## config.mk

```make
export PLATFORM = sky130hd
export DESIGN_NAME = tie_ram
export DESIGN_NICKNAME = d
export VERILOG_FILES = /design/src/sv/tie_ram.sv
export SDC_FILE = /design/constraint.sdc
export NUM_CORES = 1
export LEC_CHECK = 0
export BUFFER_PORTS_ARGS = -buffer_cell sky130_fd_sc_hd__buf_2
export CORE_MARGIN = 8
export CORE_UTILIZATION = 60
export CTS_BUF_LIST = sky130_fd_sc_hd__clkbuf_16
export CTS_CLUSTER_DIAMETER = 30
export DETAILED_ROUTE_END_ITERATION = 6
export PLACE_DENSITY = 0.84
export SKIP_CTS_REPAIR_TIMING = 1
export SYNTH_ARGS = -nofsm -noshare
export SYNTH_HDL_FRONTEND = slang
export SYNTH_SLANG_ARGS = --single-unit
```

## constraint.sdc

```tcl
create_clock -name clk_i -period 8.4 [get_ports clk_i]
set_input_delay 0.84 -clock clk_i [delete_from_list [all_inputs] [get_ports clk_i]]
set_output_delay 0.84 -clock clk_i [all_outputs]
set_load 0.02 [all_outputs]
```

## src/sv/tie_ram.sv

```systemverilog
// tie_ram: generic single-write, single-read ram with registered read data
// no dependencies
module tie_ram #(
  parameter int unsigned WIDTH = 32,
  parameter int unsigned DEPTH = 32,
  parameter int unsigned AW    = (DEPTH > 1) ? $clog2(DEPTH) : 1
) (
  input  logic             clk_i,
  input  logic             we_i,
  input  logic [AW-1:0]    waddr_i,
  input  logic [WIDTH-1:0] wdata_i,
  input  logic [AW-1:0]    raddr_i,
  output logic [WIDTH-1:0] rdata_o
);

  logic [WIDTH-1:0] mem [DEPTH];

  always_ff @(posedge clk_i) begin
    if (we_i) begin
      mem[waddr_i] <= wdata_i;
    end
    rdata_o <= mem[raddr_i];
  end

endmodule

```

======== After elaboration in Yosys (flattened, before gate mapping) ========
Memories as Yosys holds them, arrays and structs flattened. A register that Yosys moved wholly into a read port is not among the register bits.
Index checks and enable logic that the tools add are counted.
word-level totals
  register bits ........................... 0
  latch bits .............................. 0
  memory bits (writable) .................. 1,024
  bits in read-only memories .............. 0
  input port bits ......................... 44
  output and inout port bits .............. 32
  logic and storage cells ................. 3
  memories ................................ 1
operators by class
  add/subtract/negate cells ............... 0
  multipliers ............................. 0
  div/mod/pow operators ................... 0
  order comparisons ....................... 0
  eq/ne operators ......................... 0
  shifts and indexed selects .............. 0
  multiplexer cells ....................... 2
  bitwise operators ....................... 0
  reduce and logical (&&, ||, !) cells .... 0
memory list
  name  depth  bits a word  read ports  clocked after memory_dff  wr ports  RTL line  source
  mem   32     32           1           1                         1         16        logic [WIDTH-1:0] mem [DEPTH];
operators with widths
  operator  number
  $mux 1    2

======== Longest topological paths before layout ========
  depth after elaboration ................. 2
  gate-level depth with buffers ........... 8
  mapped depth without buffers ............ 5

======== Worst setup path before layout ========
No wires, ideal clock.
  kind .................................... input to register
  start ................................... in waddr_i[1]
  end ..................................... mem mem[12][0], enable pin
  library setup time ...................... 0.421 ns
  arrival ................................. 2.853 ns
  required time ........................... 7.979 ns
  setup slack ............................. 5.126 ns
  cell stages on the path ................. 3
  path buffers ............................ 1
  cell sequence ........................... or3b_2 > clkbuf_1 > nor2_1
RTL lines
  what         RTL line  source
  from (decl)  10        input logic [AW-1:0] waddr_i,
  to (decl)    16
Straight into the memory's write port.

==> results.cfg <==
[layout]
final_util_pct = 69.6
layout.nets = 2440
drive_gt1_share_pct = 15.6
nFillCells = 3701
area_growth_syn_to_layout_pct = 15.2

[synthesis]
ys_ff_latch = 1056
synth_ff_type = edfxtp_1
yosysSeqAreaShare_pct = 77.5
syn_inst = 2260
synth_area_leader_cell = edfxtp_1
yosysMostFrequentCell = edfxtp_1
synthDistinctLibCells = 25
synth_area_um2 = 40500
synth_edf_count = 1024
synth_top_cell_area_share_pct = 76.0
syn_nets = 2304
synth_commonest_cells = edfxtp_1 (1024), mux2i_1 (512), nand2_1 (98), nand3_1 (98)
async_reset_ff_share_pct = 0
synth_area_leaders = edfxtp_1 (76%), mux2i_1 (13%), a22oi_1 (1.8%)
syn_avg_cell_area_um2 = 17.9
ys_warn_count = 0

[worst_setup_path]
r2r-end = rdata_o[10]
crit_path_end = rdata_o[30]
crit_top_cell = buf_4
reg2reg_depth = 5
critPathLaunchType = primary input
crit_fanout = 51
cp_slowest_stage_delay_ns = 0.81
critPathRequiredTime_ns = 8.99
path_cells = buf_2 > and2b_4 > buf_4 > buf_4 > a22o_1 > nor3_1 > a31oi_1 > nand3_1
rr_startpoint = mem[1][10]
worstSetupPathType = primary input to flop
startpoint = raddr_i[2]
worstSetupEndpointType = flop
rrSetupSlack_ns = 6.96
worstPathArrival_ns = 3.70
cp_slowest_cell = and2b_4

[grt]
grt_use_total_pct = 27.3
grt_pass1_vias = 23300
gr-total-overflow = 0
grt_antenna_before_repair = 6
grt_max_degree = 153
grt_pass1_wl_mm = 149

[power_and_ir_drop]
pwr_density_cell_nw_per_um2 = 267
p_leak_nw = 16.5
max-vdd-ir-drop_uv = 219

[sta]
rsz0062_at_grt = false
holdWs_ns = 0.593
setup_violations = 0
tightest_slew_ns = 1.25
max_freq_mhz = 321
worst_slack_ns = 5.29
fin_setup_tns_ns = 0
post-route-period-util_pct = 37.1
fin_skew_ns = 0.0189
hold_viol_final = 0
relSlewSlack_pct = 16.6
period_needed_ns = 3.11
maxSlewViolCount = 0

[status]
status = finished, final reports clean

[placed_design]
hpwl_mm = 45.3
gp_congestion = 0.771
preCtsSetupSlack_ns = 4.69
io_buffers = 75

[floorplan]
fp.dieH_um = 276
initial_core_util_pct = 60.4
die_x_um = 276
coreArea_um2 = 67000
die-area_um2 = 76000
ios = 76
rows = 95

[clock_tree]
htreeDepth = 4
cts.clk_slew.worst_paths_ns = 0.05
cts_buffers = 139
clkSinkCount = 1056
cts_tree = done
insertion_delay_ns = 0.72
cts-root-buf = clkbuf_16
cts_max_path_buffers = 3

[route]
avgViaCountPerCell = 6.74
first_pass_iters = 6
route.detailed.drc = 0
routedWlPerCell_um = 30.8
drtIter0Drc = 3699
wirelength_mm = 104
drtAntennaViolNets = 0
via_count = 22800

[min_path]
min_from = raddr_i[2]
hold_path_class = primary input to flop

[flow_run]
max-cap-violations = 0
[layout make-up]
type,count,area (µm²),share of cell area (%)
Sequential cell,1056,31400,67.3
Multi-Input combinational cell,1077,8610,18.5
Clock buffer,139,3480,7.46
Clock inverter,117,1310,2.81
Tap cell,873,1090,2.34
Timing Repair Buffer,122,763,1.64
Antenna cell,3,7.51,0.0161
[routing by layer]
| metal | global-route usage [%] | wire length [µm] | vias up |
|---|---|---|---|
| li1 | - | - | 9292 |
| met1 | 33.3 | 35200 | 11300 |
| met2 | 45.6 | 51000 | 1802 |
| met3 | 5.01 | 11900 | 396 |
| met4 | 15.9 | 6210 | 4 |
| met5 | 0 | 21 | - |
[registers in the layout, summed over array words and instances (netlist names)]
| name | count |
|---|---|
| mem | 1024 |
| rdata_o | 32 |
[cell families (layout without fill, tap and decap cells)]
kind of cell           after synthesis  after routing  synth area share (%)
AO/OA/AOI/OAI                      288            288                  4.85
flip-flops                        1056           1056                  77.5
other                                0              3                     0
buffers and inverters              127            378                  1.86
AND/OR/NAND/NOR                    277            277                  3.10
multiplexers                       512            512                  12.7
[layout by cell type (no fill, tap or decap), types with 2 or more instances in the layout]
cell,n
nor3_1,32
diode_2,3
nand2_1,98
edfxtp_1,1024
nand3_1,98
clkinv_2,19
clkinv_8,6
nand2b_2,2
a22o_1,64
clkinv_4,6
mux2i_1,512
a22oi_1,96
bufinv_16,22
buf_12,2
a31oi_1,32
or3b_2,3
clkbuf_16,139
buf_2,74
inv_1,15
clkinvlp_4,19
nor2_4,33
dfxtp_1,32
buf_4,45
a21oi_1,96
nand3b_1,5
inv_6,14
clkinv_1,14
[report_power, final]
part / internal, mW / total [mW] / switching, mW
sequential: 5.86 / 5.89 / 0.0318
clock: 3.74 / 6.01 / 2.27
combinational: 0.172 / 0.558 / 0.386
total: 9.77 / 12.5 / 2.69
[through the flow]
step / cells / power [mW] / cell area [µm²]
after global routing: 3385 / 12.7 / 46600
final: 3387 / 12.5 / 46600
after floorplan: 2260 / 6.32 / 40500
after detailed placement: 3128 / 6.53 / 41900
after global placement: 3128 / 6.51 / 41900
after CTS: 3384 / 12.5 / 46600
[worst min-delay path by stage]
| stage | end | slack [ns] | cells past startpoint |
|---|---|---|---|
| finish | rdata_o[17] | 0.59 | 5 |
| global route | rdata_o[17] | 0.61 | 5 |
| CTS | rdata_o[17] | 0.56 | 5 |
| detailed placement | rdata_o[15] | 0.59 | 4 |
| global placement | rdata_o[17] | 0.58 | 4 |
| floorplan | rdata_o[10] | 0.55 | 4 |
[critical path, delay by kind of cell]
| family | cells | cell delay [ns] |
|---|---|---|
| buffers and inverters | 3 | 1.33 |
| AND/OR/NAND/NOR | 3 | 0.98 |
| AO/OA/AOI/OAI | 2 | 0.46 |
No activity file was read; power rests on OpenSTA's default activity.
